<file path="src/design/tsof_pkg.sv">
// shared types, constants and step codes for the trajectory slope outlier fix
`timescale 1ns / 1ps

package tsof_pkg;

	localparam int FIELD_W       = 32;
	localparam int POS_WIDTH_DEF = 32;
	localparam int MUL_STEPS     = 5;
	localparam int STEP_W        = $clog2(MUL_STEPS);

	// multiplier schedule: two cross products per slope pair, compare follows each pair
	localparam logic [STEP_W-1:0] STEP_P01   = STEP_W'(0);
	localparam logic [STEP_W-1:0] STEP_Q01   = STEP_W'(1);
	localparam logic [STEP_W-1:0] STEP_P12   = STEP_W'(2);
	localparam logic [STEP_W-1:0] STEP_Q12   = STEP_W'(3);
	localparam logic [STEP_W-1:0] STEP_CMP12 = STEP_W'(4);

	typedef enum logic [2:0] {
		ST_IDLE,
		ST_VEL,
		ST_MUL,
		ST_FIX,
		ST_EMIT
	} seq_state_t;

	// ordered so that the codes compare like the slopes they stand for
	typedef enum logic [1:0] {
		CLS_NAN,
		CLS_NEG_INF,
		CLS_FINITE,
		CLS_POS_INF
	} slope_cls_t;

	typedef enum logic [1:0] {
		ORD_LT,
		ORD_EQ,
		ORD_GT,
		ORD_UN
	} slope_ord_t;

	typedef struct packed {
		logic              in_ready;
		logic              vel_en;
		logic              mul_busy;
		logic [STEP_W-1:0] step;
		logic              fix_en;
		logic              emit_en;
	} seq_ctrl_t;

	typedef struct packed {
		logic accept;
		logic full;
		logic eot_in;
		logic eot_q;
		logic out_free;
		logic emit_last;
	} seq_stat_t;

endpackage

</file>
<file path="src/design/tsof_if.sv">
// valid/ready stream interfaces for input states and emitted states
`timescale 1ns / 1ps

interface tsof_in_if;
	import tsof_pkg::*;

	logic                      valid;
	logic                      ready;
	logic signed [FIELD_W-1:0] pos_x;
	logic signed [FIELD_W-1:0] pos_y;
	logic signed [FIELD_W-1:0] disp_x;
	logic signed [FIELD_W-1:0] disp_y;
	logic                      end_of_table;

	modport source (output valid, pos_x, pos_y, disp_x, disp_y, end_of_table, input ready);
	modport sink   (input valid, pos_x, pos_y, disp_x, disp_y, end_of_table, output ready);
endinterface

interface tsof_out_if;
	import tsof_pkg::*;

	logic                      valid;
	logic                      ready;
	logic signed [FIELD_W-1:0] out_x;
	logic signed [FIELD_W-1:0] out_y;
	logic signed [FIELD_W-1:0] out_disp_x;
	logic signed [FIELD_W-1:0] out_disp_y;
	logic                      was_corrected;
	logic                      final_item;

	modport source (output valid, out_x, out_y, out_disp_x, out_disp_y, was_corrected,
		final_item, input ready);
	modport sink   (input valid, out_x, out_y, out_disp_x, out_disp_y, was_corrected,
		final_item, output ready);
endinterface

</file>
<file path="src/design/trajectory_slope_outlier_fix_core.sv">
// top level: three-state window with slope monotonicity check and midpoint repair
// an item that fills no full window is taken and the block stays ready unless it ends the table
// an item that completes a window runs through accept, velocity, five multiplier steps and fix
// the multiplier steps use the single shared multiplier, one cross product per cycle
// at end of table each held state is flushed in turn; a stalled result holds the sequence
// reset empties the window and the output register; no clearing pass is needed
`timescale 1ns / 1ps

module trajectory_slope_outlier_fix_core #(
	parameter int POS_WIDTH = tsof_pkg::POS_WIDTH_DEF
) (
	input  logic       clk,
	input  logic       arst_n,
	tsof_in_if.sink    states,
	tsof_out_if.source results
);
	import tsof_pkg::*;

	localparam int VW = POS_WIDTH + 1;

	seq_ctrl_t ctrl;
	seq_stat_t stat;

	logic signed [POS_WIDTH-1:0] in_x;
	logic signed [POS_WIDTH-1:0] in_y;
	logic signed [POS_WIDTH-1:0] in_dx;
	logic signed [POS_WIDTH-1:0] in_dy;

	logic signed [POS_WIDTH-1:0] win_x_q  [2];
	logic signed [POS_WIDTH-1:0] win_y_q  [2];
	logic signed [POS_WIDTH-1:0] win_dx_q [2];
	logic signed [POS_WIDTH-1:0] win_dy_q [2];
	logic                        win_fixed_q [2];
	logic [1:0]                  held_q;

	logic signed [POS_WIDTH-1:0] cur_x_q;
	logic signed [POS_WIDTH-1:0] cur_y_q;
	logic signed [POS_WIDTH-1:0] cur_dx_q;
	logic signed [POS_WIDTH-1:0] cur_dy_q;
	logic                        eot_q;

	logic signed [VW-1:0] vel_x_q [3];
	logic signed [VW-1:0] vel_y_q [3];
	slope_cls_t           cls [3];

	logic signed [VW-1:0] op_a;
	logic signed [VW-1:0] op_b;
	logic                 pair12;
	slope_cls_t           cls_a;
	slope_cls_t           cls_b;
	logic                 flip;
	logic                 mul_en;
	logic                 hold_first;
	slope_ord_t           ord;
	slope_ord_t           ord1_q;
	slope_ord_t           ord2_q;
	logic                 up;
	logic                 down;
	logic                 outlier;

	logic signed [VW-1:0]        diff_x;
	logic signed [VW-1:0]        diff_y;
	logic signed [POS_WIDTH-1:0] half_x;
	logic signed [POS_WIDTH-1:0] half_y;
	logic signed [POS_WIDTH-1:0] fix_x;
	logic signed [POS_WIDTH-1:0] fix_y;

	logic                        emit_idx_q;
	logic                        out_valid_q;
	logic signed [POS_WIDTH-1:0] out_x_q;
	logic signed [POS_WIDTH-1:0] out_y_q;
	logic signed [POS_WIDTH-1:0] out_dx_q;
	logic signed [POS_WIDTH-1:0] out_dy_q;
	logic                        out_fixed_q;
	logic                        out_final_q;

	// field width to internal width and back
	generate
		if (POS_WIDTH <= FIELD_W) begin : g_in_narrow
			assign in_x  = states.pos_x[POS_WIDTH-1:0];
			assign in_y  = states.pos_y[POS_WIDTH-1:0];
			assign in_dx = states.disp_x[POS_WIDTH-1:0];
			assign in_dy = states.disp_y[POS_WIDTH-1:0];
		end else begin : g_in_wide
			assign in_x  = {{(POS_WIDTH - FIELD_W){1'b0}}, states.pos_x};
			assign in_y  = {{(POS_WIDTH - FIELD_W){1'b0}}, states.pos_y};
			assign in_dx = {{(POS_WIDTH - FIELD_W){1'b0}}, states.disp_x};
			assign in_dy = {{(POS_WIDTH - FIELD_W){1'b0}}, states.disp_y};
		end

		if (POS_WIDTH >= FIELD_W) begin : g_out_narrow
			assign results.out_x      = out_x_q[FIELD_W-1:0];
			assign results.out_y      = out_y_q[FIELD_W-1:0];
			assign results.out_disp_x = out_dx_q[FIELD_W-1:0];
			assign results.out_disp_y = out_dy_q[FIELD_W-1:0];
		end else begin : g_out_wide
			assign results.out_x      = {{(FIELD_W - POS_WIDTH){out_x_q[POS_WIDTH-1]}}, out_x_q};
			assign results.out_y      = {{(FIELD_W - POS_WIDTH){out_y_q[POS_WIDTH-1]}}, out_y_q};
			assign results.out_disp_x = {{(FIELD_W - POS_WIDTH){out_dx_q[POS_WIDTH-1]}}, out_dx_q};
			assign results.out_disp_y = {{(FIELD_W - POS_WIDTH){out_dy_q[POS_WIDTH-1]}}, out_dy_q};
		end
	endgenerate

	assign states.ready          = ctrl.in_ready;
	assign results.valid         = out_valid_q;
	assign results.was_corrected = out_fixed_q;
	assign results.final_item    = out_final_q;

	assign stat.accept    = states.valid && ctrl.in_ready;
	assign stat.full      = held_q == 2'd2;
	assign stat.eot_in    = states.end_of_table;
	assign stat.eot_q     = eot_q;
	assign stat.out_free  = !out_valid_q || results.ready;
	assign stat.emit_last = held_q == ({1'b0, emit_idx_q} + 2'd1);

	tsof_seq u_seq (
		.clk    (clk),
		.arst_n (arst_n),
		.stat   (stat),
		.ctrl   (ctrl)
	);

	// window and held count
	always_ff @(posedge clk) begin
		if (stat.accept && !stat.full) begin
			win_x_q[held_q[0]]     <= in_x;
			win_y_q[held_q[0]]     <= in_y;
			win_dx_q[held_q[0]]    <= in_dx;
			win_dy_q[held_q[0]]    <= in_dy;
			win_fixed_q[held_q[0]] <= 1'b0;
		end else if (ctrl.fix_en) begin
			if (outlier) begin
				win_x_q[0]     <= fix_x;
				win_y_q[0]     <= fix_y;
				win_dx_q[0]    <= half_x;
				win_dy_q[0]    <= half_y;
				win_fixed_q[0] <= 1'b1;
			end else begin
				win_x_q[0]     <= win_x_q[1];
				win_y_q[0]     <= win_y_q[1];
				win_dx_q[0]    <= win_dx_q[1];
				win_dy_q[0]    <= win_dy_q[1];
				win_fixed_q[0] <= win_fixed_q[1];
			end
			win_x_q[1]     <= cur_x_q;
			win_y_q[1]     <= cur_y_q;
			win_dx_q[1]    <= cur_dx_q;
			win_dy_q[1]    <= cur_dy_q;
			win_fixed_q[1] <= 1'b0;
		end
	end

	always_ff @(posedge clk or negedge arst_n) begin
		if (!arst_n) begin
			held_q     <= 2'd0;
			emit_idx_q <= 1'b0;
			eot_q      <= 1'b0;
		end else begin
			if (stat.accept) begin
				eot_q <= states.end_of_table;
			end
			if (stat.accept && !stat.full) begin
				held_q <= held_q + 2'd1;
			end else if (ctrl.emit_en && stat.emit_last) begin
				held_q <= 2'd0;
			end
			if (ctrl.emit_en) begin
				emit_idx_q <= stat.emit_last ? 1'b0 : 1'b1;
			end
		end
	end

	// latest accepted state, which completes the window when the window is full
	always_ff @(posedge clk) begin
		if (stat.accept) begin
			cur_x_q  <= in_x;
			cur_y_q  <= in_y;
			cur_dx_q <= in_dx;
			cur_dy_q <= in_dy;
		end
	end

	// velocities of the three window states
	always_ff @(posedge clk) begin
		if (ctrl.vel_en) begin
			vel_x_q[0] <= VW'(win_x_q[0]) - VW'(win_dx_q[0]);
			vel_y_q[0] <= VW'(win_y_q[0]) - VW'(win_dy_q[0]);
			vel_x_q[1] <= VW'(win_x_q[1]) - VW'(win_dx_q[1]);
			vel_y_q[1] <= VW'(win_y_q[1]) - VW'(win_dy_q[1]);
			vel_x_q[2] <= VW'(cur_x_q) - VW'(cur_dx_q);
			vel_y_q[2] <= VW'(cur_y_q) - VW'(cur_dy_q);
		end
	end

	generate
		for (genvar i = 0; i < 3; i++) begin : g_cls
			always_comb begin
				if (vel_x_q[i] != '0) begin
					cls[i] = CLS_FINITE;
				end else if (vel_y_q[i] == '0) begin
					cls[i] = CLS_NAN;
				end else if (!vel_y_q[i][VW-1]) begin
					cls[i] = CLS_POS_INF;
				end else begin
					cls[i] = CLS_NEG_INF;
				end
			end
		end
	endgenerate

	// operand select: first pair is states 0,1 and second pair is states 1,2
	always_comb begin
		unique case (ctrl.step)
			STEP_P01: begin
				op_a = vel_y_q[0];
				op_b = vel_x_q[1];
			end
			STEP_Q01: begin
				op_a = vel_y_q[1];
				op_b = vel_x_q[0];
			end
			STEP_P12: begin
				op_a = vel_y_q[1];
				op_b = vel_x_q[2];
			end
			default: begin
				op_a = vel_y_q[2];
				op_b = vel_x_q[1];
			end
		endcase
	end

	assign pair12     = ctrl.step == STEP_CMP12;
	assign cls_a      = pair12 ? cls[1] : cls[0];
	assign cls_b      = pair12 ? cls[2] : cls[1];
	assign flip       = pair12 ? (vel_x_q[1][VW-1] ^ vel_x_q[2][VW-1])
	                           : (vel_x_q[0][VW-1] ^ vel_x_q[1][VW-1]);
	assign mul_en     = ctrl.mul_busy && !pair12;
	assign hold_first = ctrl.mul_busy && (ctrl.step == STEP_Q01 || ctrl.step == STEP_Q12);

	tsof_xmul #(
		.VW (VW)
	) u_xmul (
		.clk        (clk),
		.op_a       (op_a),
		.op_b       (op_b),
		.mul_en     (mul_en),
		.hold_first (hold_first),
		.cls_a      (cls_a),
		.cls_b      (cls_b),
		.flip       (flip),
		.ord        (ord)
	);

	always_ff @(posedge clk) begin
		if (ctrl.mul_busy && ctrl.step == STEP_P12) begin
			ord1_q <= ord;
		end
		if (ctrl.mul_busy && pair12) begin
			ord2_q <= ord;
		end
	end

	// an unordered slope fails both directions
	assign up      = (ord1_q == ORD_LT || ord1_q == ORD_EQ) && (ord2_q == ORD_LT || ord2_q == ORD_EQ);
	assign down    = (ord1_q == ORD_GT || ord1_q == ORD_EQ) && (ord2_q == ORD_GT || ord2_q == ORD_EQ);
	assign outlier = !up && !down;

	// midpoint repair, floor halving
	assign diff_x = VW'(cur_x_q) - VW'(win_x_q[0]);
	assign diff_y = VW'(cur_y_q) - VW'(win_y_q[0]);
	assign half_x = diff_x[VW-1:1];
	assign half_y = diff_y[VW-1:1];
	assign fix_x  = win_x_q[0] + half_x;
	assign fix_y  = win_y_q[0] + half_y;

	// output register
	always_ff @(posedge clk or negedge arst_n) begin
		if (!arst_n) begin
			out_valid_q <= 1'b0;
		end else if (ctrl.fix_en || ctrl.emit_en) begin
			out_valid_q <= 1'b1;
		end else if (results.ready) begin
			out_valid_q <= 1'b0;
		end
	end

	always_ff @(posedge clk) begin
		if (ctrl.fix_en) begin
			out_x_q     <= win_x_q[0];
			out_y_q     <= win_y_q[0];
			out_dx_q    <= win_dx_q[0];
			out_dy_q    <= win_dy_q[0];
			out_fixed_q <= win_fixed_q[0];
			out_final_q <= 1'b0;
		end else if (ctrl.emit_en) begin
			out_x_q     <= win_x_q[emit_idx_q];
			out_y_q     <= win_y_q[emit_idx_q];
			out_dx_q    <= win_dx_q[emit_idx_q];
			out_dy_q    <= win_dy_q[emit_idx_q];
			out_fixed_q <= win_fixed_q[emit_idx_q];
			out_final_q <= stat.emit_last;
		end
	end

	a_flush_empties: assert property (@(posedge clk) disable iff (!arst_n)
		(ctrl.emit_en && stat.emit_last) |=> (held_q == 2'd0))
		else $error("window not empty after the final flushed item");

	a_fix_emits_oldest: assert property (@(posedge clk) disable iff (!arst_n)
		ctrl.fix_en |=> (results.valid && !results.final_item))
		else $error("window shift did not present the oldest state");

	a_vel_full_window: assert property (@(posedge clk) disable iff (!arst_n)
		ctrl.vel_en |-> (held_q == 2'd2))
		else $error("slope check started without a full window");

	a_busy_after_full: assert property (@(posedge clk) disable iff (!arst_n)
		(stat.accept && stat.full) |=> !states.ready)
		else $error("ready while a window item is in work");

endmodule

</file>
<file path="src/design/tsof_xmul.sv">
// shared signed multiplier with held first product and slope order compare
`timescale 1ns / 1ps

module tsof_xmul #(
	parameter int VW = tsof_pkg::POS_WIDTH_DEF + 1
) (
	input  logic                    clk,
	input  logic signed [VW-1:0]    op_a,
	input  logic signed [VW-1:0]    op_b,
	input  logic                    mul_en,
	input  logic                    hold_first,
	input  tsof_pkg::slope_cls_t    cls_a,
	input  tsof_pkg::slope_cls_t    cls_b,
	input  logic                    flip,
	output tsof_pkg::slope_ord_t    ord
);
	import tsof_pkg::*;

	localparam int PW = 2 * VW;

	logic signed [PW-1:0] prod_q;
	logic signed [PW-1:0] first_q;
	logic                 lt_raw;
	logic                 eq_raw;

	always_ff @(posedge clk) begin
		if (mul_en) begin
			prod_q <= PW'(op_a) * PW'(op_b);
		end
		if (hold_first) begin
			first_q <= prod_q;
		end
	end

	assign lt_raw = first_q < prod_q;
	assign eq_raw = first_q == prod_q;

	always_comb begin
		if (cls_a == CLS_NAN || cls_b == CLS_NAN) begin
			ord = ORD_UN;
		end else if (cls_a != CLS_FINITE || cls_b != CLS_FINITE) begin
			if (cls_a < cls_b) begin
				ord = ORD_LT;
			end else if (cls_a > cls_b) begin
				ord = ORD_GT;
			end else begin
				ord = ORD_EQ;
			end
		end else if (eq_raw) begin
			ord = ORD_EQ;
		end else if (lt_raw ^ flip) begin
			// opposite vx signs reverse the cross-product order
			ord = ORD_LT;
		end else begin
			ord = ORD_GT;
		end
	end

endmodule

</file>
<file path="src/design/tsof_seq.sv">
// sequencer that steps one state item through velocity, products, fix and flush
`timescale 1ns / 1ps

module tsof_seq (
	input  logic                clk,
	input  logic                arst_n,
	input  tsof_pkg::seq_stat_t stat,
	output tsof_pkg::seq_ctrl_t ctrl
);
	import tsof_pkg::*;

	seq_state_t        state_q;
	seq_state_t        state_d;
	logic [STEP_W-1:0] step_q;
	logic [STEP_W-1:0] step_d;

	always_ff @(posedge clk or negedge arst_n) begin
		if (!arst_n) begin
			state_q <= ST_IDLE;
			step_q  <= '0;
		end else begin
			state_q <= state_d;
			step_q  <= step_d;
		end
	end

	always_comb begin
		state_d = state_q;
		step_d  = '0;
		unique case (state_q)
			ST_IDLE: begin
				if (stat.accept) begin
					if (stat.full) begin
						state_d = ST_VEL;
					end else if (stat.eot_in) begin
						state_d = ST_EMIT;
					end
				end
			end
			ST_VEL: begin
				state_d = ST_MUL;
			end
			ST_MUL: begin
				if (step_q == STEP_CMP12) begin
					state_d = ST_FIX;
				end else begin
					step_d = step_q + STEP_W'(1);
				end
			end
			ST_FIX: begin
				if (stat.out_free) begin
					state_d = stat.eot_q ? ST_EMIT : ST_IDLE;
				end
			end
			ST_EMIT: begin
				if (stat.out_free && stat.emit_last) begin
					state_d = ST_IDLE;
				end
			end
			default: begin
				state_d = ST_IDLE;
			end
		endcase
	end

	always_comb begin
		ctrl          = '0;
		ctrl.step     = step_q;
		ctrl.in_ready = state_q == ST_IDLE;
		ctrl.vel_en   = state_q == ST_VEL;
		ctrl.mul_busy = state_q == ST_MUL;
		ctrl.fix_en   = (state_q == ST_FIX) && stat.out_free;
		ctrl.emit_en  = (state_q == ST_EMIT) && stat.out_free;
	end

endmodule

</file>
<file path="src/flat_wrapper.sv">
// flat-port wrapper written by rule: the top's interface ports become plain ports
module trajectory_slope_outlier_fix_core_flat import tsof_pkg::*;
#(
	parameter int POS_WIDTH = tsof_pkg::POS_WIDTH_DEF
)
  (clk, arst_n, states_valid, states_pos_x, states_pos_y, states_disp_x, states_disp_y, states_end_of_table, states_ready, results_valid, results_out_x, results_out_y, results_out_disp_x, results_out_disp_y, results_was_corrected, results_final_item, results_ready);
  tsof_in_if states_i ();
  tsof_out_if results_i ();
  input  logic clk;
  input  logic arst_n;
  input wire logic [$bits(states_i.valid)-1:0] states_valid;
  input wire logic [$bits(states_i.pos_x)-1:0] states_pos_x;
  input wire logic [$bits(states_i.pos_y)-1:0] states_pos_y;
  input wire logic [$bits(states_i.disp_x)-1:0] states_disp_x;
  input wire logic [$bits(states_i.disp_y)-1:0] states_disp_y;
  input wire logic [$bits(states_i.end_of_table)-1:0] states_end_of_table;
  output wire logic [$bits(states_i.ready)-1:0] states_ready;
  output wire logic [$bits(results_i.valid)-1:0] results_valid;
  output wire logic [$bits(results_i.out_x)-1:0] results_out_x;
  output wire logic [$bits(results_i.out_y)-1:0] results_out_y;
  output wire logic [$bits(results_i.out_disp_x)-1:0] results_out_disp_x;
  output wire logic [$bits(results_i.out_disp_y)-1:0] results_out_disp_y;
  output wire logic [$bits(results_i.was_corrected)-1:0] results_was_corrected;
  output wire logic [$bits(results_i.final_item)-1:0] results_final_item;
  input wire logic [$bits(results_i.ready)-1:0] results_ready;
  assign states_i.valid = states_valid;
  assign states_i.pos_x = states_pos_x;
  assign states_i.pos_y = states_pos_y;
  assign states_i.disp_x = states_disp_x;
  assign states_i.disp_y = states_disp_y;
  assign states_i.end_of_table = states_end_of_table;
  assign states_ready = states_i.ready;
  assign results_valid = results_i.valid;
  assign results_out_x = results_i.out_x;
  assign results_out_y = results_i.out_y;
  assign results_out_disp_x = results_i.out_disp_x;
  assign results_out_disp_y = results_i.out_disp_y;
  assign results_was_corrected = results_i.was_corrected;
  assign results_final_item = results_i.final_item;
  assign results_i.ready = results_ready;
  trajectory_slope_outlier_fix_core #(.POS_WIDTH(POS_WIDTH)) u_core (.clk(clk), .arst_n(arst_n), .states(states_i), .results(results_i));
endmodule
</file>
<file path="config.mk">
export PLATFORM = sky130hd
export DESIGN_NAME = trajectory_slope_outlier_fix_core_flat
export DESIGN_NICKNAME = d
export VERILOG_FILES = /design/src/design/tsof_pkg.sv /design/src/design/tsof_if.sv /design/src/design/trajectory_slope_outlier_fix_core.sv /design/src/design/tsof_xmul.sv /design/src/design/tsof_seq.sv /design/src/flat_wrapper.sv
export SDC_FILE = /design/constraint.sdc
export NUM_CORES = 2
export LEC_CHECK = 0
export ABC_AREA = 1
export BUFFER_PORTS_ARGS = -buffer_cell sky130_fd_sc_hd__buf_2
export CAP_MARGIN = 20
export CORE_MARGIN = 1
export CORE_UTILIZATION = 50
export CTS_CLUSTER_DIAMETER = 30
export DETAILED_ROUTE_END_ITERATION = 8
export PLACE_DENSITY = 0.62
export SLEW_MARGIN = 15
export SYNTH_ARGS = -nofsm -noshare
export SYNTH_HDL_FRONTEND = slang
export SYNTH_HIERARCHICAL = 1
export SYNTH_SLANG_ARGS = --single-unit
</file>
<file path="constraint.sdc">
create_clock -name clk -period 15.2 [get_ports clk]
set_clock_uncertainty 0.15 [all_clocks]
set_input_delay 0.76 -clock clk [delete_from_list [all_inputs] [get_ports clk]]
set_output_delay 0.76 -clock clk [all_outputs]
set_load 0.01 [all_outputs]
</file>
==> impl_metrics.ini <==
[timing]
max_freq_mhz = 89.6
min_period_ns = 11.16
finalSetupTns_ns = 0
final.period_utilization_pct = 73.4
finalHoldViolCount = 0
finalSetupViolations = 0
rsz0062_at_grt = false
relSlewSlack_pct = 23.1
drv_slew = 0
worst_pin_slew_ns = 1.15

[yosys]
synth_top_family_by_area = adder cells
synthSimpleGateAreaFrac_pct = 17.7
syn-instance-count = 11500
syn_avg_cell_area_um2 = 8.30
synth_xor_area_share_pct = 2.58
synth_adder_area_share_pct = 32.3
synth_mux_area_share_pct = 0
ys_types = 69
synth-compound-area-share_pct = 7.94
syn_nets = 13400
yosys_warnings = 6
ys_seq_area_share_pct = 27.0
synthesis.area_mm2 = 0.0953
ys_ff_latch = 860

[final_layout]
drive_above_1_share_pct = 7.88
utilization_pct = 57.4
fin_nets = 13700
area_growth_pct = 13.6

[setup_path]
reg2reg_from = u_core/u_seq/step_q[0]
critical_path_buf_inv_count = 12
r2r_end = u_core/u_xmul/prod_q[45]
crit_path_max_incr_delay_ns = 0.69
rrSetupSlack_ns = 4.04
crit_path_top_delay_cell = nand3_1
start_kind = flip-flop
cp-end-kind = flip-flop
crit_start = u_core/u_seq/step_q[0]
crit_fanout = 37
worstSetupPathType = flip-flop to flip-flop
cp.arrival_ns = 11.58
r2r_cells = 33
critPathRequiredTime_ns = 15.62
cp_top_family = adder cells

[die]
fp.dieH_um = 439
io_pins = 265
core_area_mm2 = 0.189
die_area_mm2 = 0.192
start_util_pct = 50.6
rows = 159
die_w_um = 439

[cts]
root_buffer = clkbuf_16
cts_tree = built
cts_num_sinks = 860
cts_buffers = 209
clock_path_buffers = 3
clock_latency_ns = 0.88
clkTransAtPathRegs_ns = 0.04
htreeDepth = 4
post_cts_resized = 0

[detailed_routing]
dr.pass1.iters = 6
vias_per_cell = 5.50
vias = 79700
ant_nets = 0
routedWlPerCell_um = 23.3
drt_iter0_drc = 7349
drc = 0
drt-total-wl_mm = 338

[worst_hold_path]
whs_path_depth = 1
min_to = u_core/cur_x_q[0]
hold_start = states_pos_x[0]
min_path_type = primary input to flip-flop

[run_status]
outcome = completed

[global_route]
grt_pass1_vias = 81900
grt_start_max_net_pins = 118
track_usage_pct = 35.2
antenna_found_initial = 10
overflow = 0
grt_pass1_wl_mm = 504

[placement]
place_hpwl_mm = 270
gp_congestion = 1.03
port_buffers = 264

[run]
cap_viol_max_count = 0
[placed cells by master (no fill, tap or decap), drive strengths merged, types with 99 or more instances in the layout]
cell,n
a21oi,490
clkbuf,230
ha,610
o21ai,517
nand2,2837
fa,1155
buf,370
nand3,394
inv,2790
nor2,623
edfxtp,848
clkinv,99
xor2,204
dlygate4sd3,127
[synthesized netlist by cell type (all sizes together)]
cell type  instances  share of area, %
nand2           2837                11
inv             2774                11
fa              1155                24
edfxtp           848                27
nor2             623               2.5
ha               610               8.0
o21ai            517               2.7
a21oi            490               2.7
nand3            394               2.1
clkbuf           313               1.2
xor2             204               1.9
xnor2             74              0.68
nor4              71              0.51
o21bai            69              0.56
nor3              66              0.36
buf               58              0.30
a21o              49              0.39
nand4             48              0.32
o221ai            48              0.44
nand3b            46              0.37
o211ai            42              0.34
a31oi             29              0.19
o21a              29              0.23
and2              20              0.14
a21boi            17              0.15
dfrtp             11              0.29
or2               11             0.072
a221oi             8             0.073
o221a              4             0.047
a211oi             3             0.024
o2111ai            2             0.018
o22a               2             0.018
o22ai              2             0.013
o311ai             2             0.018
and3               1            0.0066
clkinv             1            0.0039
dfxtp              1             0.021
nor3b              1             0.013
o211a              1             0.010
o31a               1            0.0092
[flip-flops by register name (all words and copies together), names as in the netlist, 3 cells and up]
register                   cells
u_core/u_seq/state_q           3
u_core/cur_dx_q               32
u_core/results.out_x          32
u_core/u_xmul/first_q         66
u_core/u_xmul/prod_q          66
u_core/win_dy_q               64
u_core/cur_dy_q               32
u_core/cur_y_q                32
u_core/win_y_q                64
u_core/results.out_disp_x     32
u_core/vel_y_q                99
u_core/results.out_disp_y     32
u_core/results.out_y          32
u_core/win_x_q                64
u_core/u_seq/step_q            3
u_core/vel_x_q                99
u_core/win_dx_q               64
u_core/cur_x_q                32
[repair_timing]
action	4_1_cts	5_1_grt
hold buffers	127	0
endpoints found under the hold margin	142	0
buffers inserted	0	0
[cells by family (layout without fill, tap and decap cells)]
group,Yosys count,count (layout)
AND/OR/NAND/NOR,4118,4118
buffers and inverters,3146,3666
adder cells (fa/ha/maj),1765,1765
AO/OA/AOI/OAI,1315,1315
flip-flops,860,860
XOR/XNOR,278,278
other,0,3
[cell type report]
class                      count  area [um2]
clock inverter               164        1960
multi-input combinational   7476       58300
antenna                        3        7.51
clock buffer                 230        5330
fill                       17200       80300
timing repair buffer         497        3410
inverter                    2775       10400
sequential                   860       25800
tap                         2495        3120
[how the worst max path moves through the flow]
stage,cells after the start,slack [ns],to
finish,33,4.04,u_core/u_xmul/prod_q[45]
global route,33,3.35,u_core/u_xmul/prod_q[60]
CTS,32,3.60,u_core/u_xmul/prod_q[60]
detailed placement,32,3.62,u_core/u_xmul/prod_q[60]
global placement,30,3.79,u_core/u_xmul/prod_q[50]
floorplan,6,4.03,u_core/win_dx_q[1][0]
[layer usage]
metal  part of all wire (%)  up-vias  routed length (um)  global-route usage, %
met5                  0.022        -                  75                      0
met4                    5.3       10               17900                   17.0
met3                    8.4      765               28400                   6.15
met2                     46     3746              156000                   57.0
met1                     40    39100              135000                   45.7
li1                       -    36100                   -                      -
[metrics by stage]
step | worst slack, ns | hold slack [ns] | cell area, um2 | std cells
3_5_place_dp | 3.62 | 0.282 | 99700 | 14000
6_report | 4.04 | 0.0439 | 108000 | 14500
2_1_floorplan | 4.03 | 0.276 | 95300 | 11500
3_3_place_gp | 3.79 | 0.282 | 99700 | 14000
4_1_cts | 3.60 | 0.00352 | 108000 | 14500
5_1_grt | 3.35 | 0.0394 | 108000 | 14500
Power is left out: the tool's default activity adds up to more than one toggle a clock period on the data nets, which glitch-free logic cannot reach.
